## src/rtl/plwa_pkg.sv

```systemverilog
package plwa_pkg;

  localparam int VALUE_W = 32;
  localparam int POS_W   = 16;
  localparam int COUNT_W = 7;
  localparam int MEAN_W  = 48;
  localparam int FRAC_W  = 16;

  localparam logic [1:0] OP_INSERT  = 2'd0;
  localparam logic [1:0] OP_DELETE  = 2'd1;
  localparam logic [1:0] OP_AVERAGE = 2'd2;

  localparam logic [1:0] ST_DONE    = 2'd0;
  localparam logic [1:0] ST_IGNORED = 2'd1;
  localparam logic [1:0] ST_FULL    = 2'd2;
  localparam logic [1:0] ST_EMPTY   = 2'd3;

  typedef struct packed {
    logic [1:0]                op;
    logic signed [VALUE_W-1:0] value;
    logic signed [POS_W-1:0]   position;
  } in_t;

  typedef struct packed {
    logic [1:0]               status;
    logic [COUNT_W-1:0]       entry_count;
    logic signed [MEAN_W-1:0] mean_q16;
  } out_t;

endpackage

```

## src/rtl/plwa_ram.sv

```systemverilog
module plwa_ram #(
  parameter int WIDTH = 32,
  parameter int DEPTH = 64
) (
  input  logic                     clk,
  input  logic                     we,
  input  logic [$clog2(DEPTH)-1:0] waddr,
  input  logic [WIDTH-1:0]         wdata,
  input  logic [$clog2(DEPTH)-1:0] raddr,
  output logic [WIDTH-1:0]         rdata
);

  logic [WIDTH-1:0] mem [DEPTH];

  always_ff @(posedge clk) begin
    if (we) begin
      mem[waddr] <= wdata;
    end
    rdata <= mem[raddr];
  end

endmodule

```

## src/rtl/positional_list_with_average.sv

```systemverilog
// Channel  Ports                           Transfer
// -------  ------------------------------  -----------------------------------
// input    in_valid  in_ready  in_data     one insert, delete or average item
// output   out_valid out_ready out_data    one result per input item
//
// One item is in flight at a time; in_ready is high only while the sequencer idles.
// Insert and delete move one entry per cycle through the single-port-write RAM.
// Average runs a restoring divider, one quotient bit per cycle.
// Reset (rst_n low, synchronous) empties the list; the RAM itself is not cleared.
// A result waiting on out_ready holds the next item in its finish step, and in_ready low.
module positional_list_with_average #(
  parameter int CAPACITY = 64
) (
  input  logic          clk,
  input  logic          rst_n,
  input  logic          in_valid,
  output logic          in_ready,
  input  plwa_pkg::in_t in_data,
  output logic          out_valid,
  input  logic          out_ready,
  output plwa_pkg::out_t out_data
);

  import plwa_pkg::*;

  localparam int AW    = $clog2(CAPACITY);
  localparam int CNT_W = $clog2(CAPACITY + 1);
  localparam int SUM_W = VALUE_W + AW;
  localparam int DIV_W = SUM_W + FRAC_W;
  localparam int STP_W = $clog2(DIV_W + 1);

  localparam logic [2:0] S_IDLE = 3'd0;
  localparam logic [2:0] S_INS  = 3'd1;
  localparam logic [2:0] S_DEL  = 3'd2;
  localparam logic [2:0] S_DIV  = 3'd3;
  localparam logic [2:0] S_FIN  = 3'd4;

  logic [2:0]               state_r, state_nxt;
  logic [CNT_W-1:0]         count_r, count_nxt;
  logic signed [SUM_W-1:0]  sum_r, sum_nxt;
  logic [CNT_W-1:0]         idx_r, idx_nxt;
  logic [CNT_W-1:0]         slot_r, slot_nxt;
  logic [AW-1:0]            wa_r, wa_nxt;
  logic                     pend_r, pend_nxt;
  logic                     kill_r, kill_nxt;
  logic                     first_r, first_nxt;
  logic [VALUE_W-1:0]       val_r, val_nxt;
  logic [1:0]               status_r, status_nxt;
  logic [DIV_W-1:0]         q_r, q_nxt;
  logic [CNT_W-1:0]         rem_r, rem_nxt;
  logic                     neg_r, neg_nxt;
  logic [STP_W-1:0]         step_r, step_nxt;
  logic                     out_valid_r, out_valid_nxt;
  out_t                     out_data_r, out_data_nxt;

  logic                     ram_we;
  logic [AW-1:0]            ram_waddr;
  logic [VALUE_W-1:0]       ram_wdata;
  logic [AW-1:0]            ram_raddr;
  logic [VALUE_W-1:0]       ram_rdata;

  logic [CNT_W-1:0]         idx_m1;
  logic [POS_W-1:0]         pos_u;
  logic [POS_W-1:0]         count_ext;
  logic                     pos_ge1;
  logic [SUM_W-1:0]         sum_mag;
  logic [CNT_W:0]           trial;
  logic                     trial_ge;
  logic [DIV_W-1:0]         q_signed;

  plwa_ram #(
    .WIDTH (VALUE_W),
    .DEPTH (CAPACITY)
  ) u_ram (
    .clk   (clk),
    .we    (ram_we),
    .waddr (ram_waddr),
    .wdata (ram_wdata),
    .raddr (ram_raddr),
    .rdata (ram_rdata)
  );

  assign idx_m1    = idx_r - CNT_W'(1);
  assign pos_u     = {1'b0, in_data.position[POS_W-2:0]};
  assign count_ext = POS_W'(count_r);
  assign pos_ge1   = !in_data.position[POS_W-1] && (in_data.position != '0);
  assign sum_mag   = sum_r[SUM_W-1] ? SUM_W'(-sum_r) : SUM_W'(sum_r);
  assign trial     = {rem_r, q_r[DIV_W-1]};
  assign trial_ge  = trial >= {1'b0, count_r};
  assign q_signed  = neg_r ? (~q_r + DIV_W'(1)) : q_r;

  assign in_ready  = (state_r == S_IDLE);
  assign out_valid = out_valid_r;
  assign out_data  = out_data_r;

  always_comb begin
    state_nxt     = state_r;
    count_nxt     = count_r;
    sum_nxt       = sum_r;
    idx_nxt       = idx_r;
    slot_nxt      = slot_r;
    wa_nxt        = wa_r;
    pend_nxt      = pend_r;
    kill_nxt      = kill_r;
    first_nxt     = first_r;
    val_nxt       = val_r;
    status_nxt    = status_r;
    q_nxt         = q_r;
    rem_nxt       = rem_r;
    neg_nxt       = neg_r;
    step_nxt      = step_r;
    out_valid_nxt = out_valid_r && !out_ready;
    out_data_nxt  = out_data_r;
    ram_we        = 1'b0;
    ram_waddr     = wa_r;
    ram_wdata     = ram_rdata;
    ram_raddr     = idx_r[AW-1:0];

    unique case (state_r)
      S_IDLE: begin
        if (in_valid) begin
          val_nxt    = in_data.value;
          q_nxt      = '0;
          neg_nxt    = 1'b0;
          pend_nxt   = 1'b0;
          first_nxt  = 1'b1;
          status_nxt = ST_DONE;
          state_nxt  = S_FIN;
          unique case (in_data.op)
            OP_INSERT: begin
              if (!pos_ge1) begin
                status_nxt = ST_IGNORED;
              end else if (count_r >= CNT_W'(CAPACITY)) begin
                status_nxt = ST_FULL;
              end else begin
                // Past the end of the list the value is appended.
                slot_nxt  = (pos_u > count_ext + POS_W'(1)) ? count_r
                                                           : CNT_W'(pos_u - POS_W'(1));
                idx_nxt   = count_r;
                state_nxt = S_INS;
              end
            end
            OP_DELETE: begin
              if (!pos_ge1 || pos_u > count_ext) begin
                status_nxt = ST_IGNORED;
              end else begin
                slot_nxt  = CNT_W'(pos_u - POS_W'(1));
                idx_nxt   = CNT_W'(pos_u - POS_W'(1));
                state_nxt = S_DEL;
              end
            end
            OP_AVERAGE: begin
              if (count_r == '0) begin
                status_nxt = ST_EMPTY;
              end else begin
                q_nxt     = {sum_mag, {FRAC_W{1'b0}}};
                neg_nxt   = sum_r[SUM_W-1];
                rem_nxt   = '0;
                step_nxt  = '0;
                state_nxt = S_DIV;
              end
            end
            default: begin
              status_nxt = ST_IGNORED;
            end
          endcase
        end
      end

      // Shift entries up from the tail, one read and one write per cycle.
      S_INS: begin
        ram_raddr = idx_m1[AW-1:0];
        if (pend_r) begin
          ram_we    = 1'b1;
          ram_waddr = wa_r;
          ram_wdata = ram_rdata;
        end else if (idx_r == slot_r) begin
          ram_we    = 1'b1;
          ram_waddr = slot_r[AW-1:0];
          ram_wdata = val_r;
        end
        if (idx_r != slot_r) begin
          pend_nxt = 1'b1;
          wa_nxt   = idx_r[AW-1:0];
          idx_nxt  = idx_m1;
        end else begin
          pend_nxt = 1'b0;
          if (!pend_r) begin
            count_nxt = count_r + CNT_W'(1);
            sum_nxt   = sum_r + {{(SUM_W-VALUE_W){val_r[VALUE_W-1]}}, val_r};
            state_nxt = S_FIN;
          end
        end
      end

      // The first word read back is the removed entry; later ones move down.
      S_DEL: begin
        ram_raddr = idx_r[AW-1:0];
        if (pend_r && !kill_r) begin
          ram_we    = 1'b1;
          ram_waddr = wa_r;
          ram_wdata = ram_rdata;
        end
        if (pend_r && kill_r) begin
          sum_nxt = sum_r - {{(SUM_W-VALUE_W){ram_rdata[VALUE_W-1]}}, ram_rdata};
        end
        if (idx_r < count_r) begin
          pend_nxt  = 1'b1;
          kill_nxt  = first_r;
          first_nxt = 1'b0;
          wa_nxt    = idx_m1[AW-1:0];
          idx_nxt   = idx_r + CNT_W'(1);
        end else begin
          pend_nxt = 1'b0;
          if (!pend_r) begin
            count_nxt = count_r - CNT_W'(1);
            state_nxt = S_FIN;
          end
        end
      end

      // Restoring division of the magnitude, one quotient bit per cycle.
      S_DIV: begin
        rem_nxt  = trial_ge ? CNT_W'(trial - {1'b0, count_r}) : CNT_W'(trial);
        q_nxt    = {q_r[DIV_W-2:0], trial_ge};
        step_nxt = step_r + STP_W'(1);
        if (step_r == STP_W'(DIV_W - 1)) begin
          state_nxt = S_FIN;
        end
      end

      S_FIN: begin
        if (!out_valid_r || out_ready) begin
          out_valid_nxt            = 1'b1;
          out_data_nxt.status      = status_r;
          out_data_nxt.entry_count = COUNT_W'(count_r);
          out_data_nxt.mean_q16    = q_signed[MEAN_W-1:0];
          state_nxt                = S_IDLE;
        end
      end

      default: begin
        state_nxt = S_IDLE;
      end
    endcase
  end

  always_ff @(posedge clk) begin
    if (!rst_n) begin
      state_r     <= S_IDLE;
      count_r     <= '0;
      sum_r       <= '0;
      pend_r      <= 1'b0;
      out_valid_r <= 1'b0;
    end else begin
      state_r     <= state_nxt;
      count_r     <= count_nxt;
      sum_r       <= sum_nxt;
      pend_r      <= pend_nxt;
      out_valid_r <= out_valid_nxt;
    end
  end

  always_ff @(posedge clk) begin
    idx_r      <= idx_nxt;
    slot_r     <= slot_nxt;
    wa_r       <= wa_nxt;
    kill_r     <= kill_nxt;
    first_r    <= first_nxt;
    val_r      <= val_nxt;
    status_r   <= status_nxt;
    q_r        <= q_nxt;
    rem_r      <= rem_nxt;
    neg_r      <= neg_nxt;
    step_r     <= step_nxt;
    out_data_r <= out_data_nxt;
  end

  a_count_bound: assert property (@(posedge clk) disable iff (!rst_n)
    count_r <= CNT_W'(CAPACITY))
    else $error("entry count above capacity");

  a_full_status: assert property (@(posedge clk) disable iff (!rst_n)
    (state_r == S_FIN && status_r == ST_FULL) |-> count_r == CNT_W'(CAPACITY))
    else $error("store-full status with free entries");

  a_no_idle_write: assert property (@(posedge clk) disable iff (!rst_n)
    (state_r == S_IDLE || state_r == S_DIV || state_r == S_FIN) |-> !ram_we)
    else $error("RAM written outside a shift");

  a_rem_bound: assert property (@(posedge clk) disable iff (!rst_n)
    state_r == S_DIV |-> rem_r < count_r)
    else $error("divider remainder not below divisor");

  a_one_in_flight: assert property (@(posedge clk) disable iff (!rst_n)
    (in_valid && in_ready) |=> !in_ready)
    else $error("second transaction accepted while busy");

endmodule

```

## config.mk

```make
export PLATFORM = sky130hd
export DESIGN_NAME = positional_list_with_average
export DESIGN_NICKNAME = d
export VERILOG_FILES = /design/src/rtl/plwa_pkg.sv /design/src/rtl/plwa_ram.sv /design/src/rtl/positional_list_with_average.sv
export SDC_FILE = /design/constraint.sdc
export NUM_CORES = 2
export LEC_CHECK = 0
export ABC_AREA = 1
export BUFFER_PORTS_ARGS = -buffer_cell sky130_fd_sc_hd__buf_2
export CAP_MARGIN = 15
export CORE_MARGIN = 5
export CORE_UTILIZATION = 47
export CTS_CLUSTER_SIZE = 10
export DETAILED_ROUTE_END_ITERATION = 12
export PLACE_DENSITY_LB_ADDON = 0.25
export SLEW_MARGIN = 0
export SYNTH_ARGS = -nofsm -noshare
export SYNTH_HDL_FRONTEND = slang
export SYNTH_SLANG_ARGS = --single-unit
```

## constraint.sdc

```tcl
create_clock -name clk -period 6.9 [get_ports clk]
set_input_delay 1.38 -clock clk [delete_from_list [all_inputs] [get_ports clk]]
set_output_delay 1.38 -clock clk [all_outputs]
set_load 0.05 [all_outputs]
```

==> run metrics <==
status complete, no violations; Mapped Avg Cell Area 10.9 sq um; CP Data Arrival Time 5.86 ns; reg-to-reg critical path endpoint u_ram.rdata[7]; Seq/Total Area, Yosys 68.6%; critical path endpoint category register; Simple-Gate Fraction of Synth Area 19.8%; Syn Nets 9,266; fmax 200 MHz; synthesized instance count 9,126; first-pass GRT wire length 434,000 microns; Max Cap Viol 0; r2r setup slk 1.89 ns; setup_tns 0 ns; vias in the first global route 65,600; Die Y 471 microns; critical path launch point type register; initial DRC count 7,607; Die Span X 471 microns; RSZ-0062 raised after global routing false; Bufs on Longest Clock Path 4; Mapped Area 0.0999 sq mm; Fin Clk Skew 0.0742 ns; final slew viol count 0; R2R depth 15; Pre-antenna DRT Iters 9; CTS tree done; fraction of layout cells with a size suffix above 1 8.19%; Critical Path Fanout Max 127; post-route ant nets 0; pwr dens 318 mW/mm^2; ys flop type edfxtp_1; Final Routed Wirelength 296,000 microns; hold depth 0; drt drc 0; clock latency on the worst-skew pair 0.93 ns; Resized cells post-CTS 0; Top-Level Pins 113; design area 0.113 sq mm; Die ar. 0.222 sq mm; clock sink count 2,311; Pleak 42.1 nW; min Tclk post-route 5.01 ns; Endpoint, Worst Hold kill_r; WHS 0.426 ns; grt ovf 0; Worst Hold Launch first_r; pin count of the biggest net entering global routing 173; Clock Tree Root clkbuf_16; Initial Utilization 47.2%; initial antenna violation count 10; Rel. slew slack 16.4%; post-synthesis compound-gate area fraction 6.17%; routability cong. 0.934; main combinational cell family by area after synthesis simple AND/OR/NAND/NOR gates; clock slew seen by the registers of the worst setup and hold paths 0.05 ns; Unique masters post-synth 57; setup violators final 0; Post-synth EDFFs 2,229; wire per inst 24.3 microns; post-CTS setup buffer count 0; fin nets 9,353; FFs w/ async S/R, synth 0%; Synth Area in Adders 1.10%; Area Overhead vs Synth 12.8%; DP Area 0.105 sq mm; H-tree Lvls 5; Final Hold Violating Endpoints 0; gr usage total 26.0%; Post-Synth XOR/XNOR Area 1.09%; CP Class register to register; number of synthesized register bits 2,311; Hold Buf Count CTS 0; Required @ worst endpoint 7.75 ns; Hold/Removal Path Class register to register; row count 169; core box area 0.212 sq mm; Vias 69,700; final HPWL from detailed placement 172,000 microns; input/output buffers 112; multiplexer area fraction after synthesis 0.0100%; RR Startpoint state_r[1]; VDD IR-drop max 0.000222 V; vias per cell 5.74; final worst-path cycle share 72.6%; Worst Tran Pin Value 1.25 ns; Synth Warn # 0; total CTS buffers 287
[power breakdown]
part | leakage [nW] | switching [mW] | internal, mW
Combinational | 17.4 | 4.56 | 1.18
Sequential | 20.9 | 0.162 | 16.7
Clock | 3.84 | 5.36 | 7.86
[Yosys cell counts (44+ instances only)]
master / count / area share [%]
dfxtp_1: 82 / 1.6
inv_1: 286 / 1.1
nor2_1: 359 / 1.3
o211ai_1: 517 / 3.9
a21oi_1: 130 / 0.65
nand2_1: 3508 / 13
clkbuf_1: 309 / 1.2
buf_1: 44 / 0.17
xor2_1: 103 / 0.90
buf_2: 128 / 0.64
o21ai_0: 214 / 1.1
nand3_1: 862 / 4.3
ha_1: 83 / 1.0
edfxtp_1: 2229 / 67
[sequential cells by signal, indices dropped and copies added (netlist names), 2 cells and up]
name         flops
count_r          7
idx_r            7
out_data        57
q_r             54
rem_r            7
slot_r           7
state_r          3
status_r         2
step_r           6
sum_r           38
u_ram.mem     2048
u_ram.rdata     32
val_r           32
wa_r             6
[per-layer routing]
layer  share of wire, %  global-route usage (%)
met5                  0                       0
met3                9.1                    4.37
met4                5.3                    12.5
met2                 45                    40.5
met1                 40                    35.7
[placed cells by master, fill, tap and decap left out, types with 7 or more instances in the layout]
cell / n
nand2_1: 3503
edfxtp_1: 2229
nand3_1: 862
o211ai_1: 517
clkbuf_16: 297
nor2_1: 293
inv_1: 284
o21ai_0: 184
buf_4: 142
a21oi_1: 129
buf_2: 113
xor2_1: 103
ha_1: 82
dfxtp_1: 82
clkbuf_1: 79
nor2_4: 67
nand4_1: 41
buf_12: 41
nor3_1: 40
o21ai_4: 35
xnor2_1: 21
o22ai_1: 20
nand2_2: 14
nor4_1: 14
o21bai_1: 10
inv_2: 8
nand3b_1: 8
a31oi_1: 8
clkinv_1: 7
nand3_2: 7
[worst max-delay path, cell delays in order (launching register included)]
cell and delay [ns]:
dfxtp_1 0.35, inv_2 0.14, nand3_2 0.34, inv_1 0.59
ha_4 0.48, inv_8 0.84, buf_4 0.56, buf_4 0.30
nand2_1 0.09, nand3_1 0.11, o211ai_1 0.09, nand2_1 0.09
nand2_1 0.05, nand3_1 0.29, nand3_1 0.33, nand2_1 0.15
[final cells by class]
type                            count  area [sq um]
Clock inverter                     12           149
Fill cell                       18000         99200
Sequential cell                  2311         68600
Multi-Input combinational cell   6015         29000
Inverter                          300          1150
Tap cell                         2821          3530
Antenna cell                        6          15.0
Clock buffer                      379          7770
Timing Repair Buffer              298          2510
[cells by family after synthesis]
| group | Yosys count |
|---|---|
| simple gates | 4868 |
| flops | 2311 |
| compound gates | 936 |
| buf+inv | 800 |
| xor+xnor | 124 |
| fa+ha+maj | 86 |
| mux | 1 |
[how the worst max path moves through the flow]
stage / slack [ns] / startpoint / end / depth (start not counted)
finish: 1.89 / state_r[1] / u_ram.rdata[7] / 15
global route: 1.61 / state_r[1] / u_ram.rdata[6] / 15
CTS: 1.98 / state_r[1] / u_ram.rdata[7] / 15
detailed placement: 1.99 / state_r[1] / u_ram.rdata[7] / 15
global placement: 2.05 / state_r[1] / u_ram.rdata[7] / 15
floorplan: 1.33 / state_r[0] / rem_r[0] / 6
[through the flow]
stage | util [%] | setup WS (ns) | instances | power [mW]
CTS | 53.1 | 1.98 | 12100 | 35.8
global placement | 49.3 | 2.05 | 11700 | 22.6
finish | 53.2 | 1.89 | 12100 | 35.8
floorplan | - | 1.33 | 9126 | 20.2
detailed placement | 49.4 | 1.99 | 11700 | 22.7
global route | 53.2 | 1.61 | 12100 | 36.9
(Power assumes the default switching activity.)
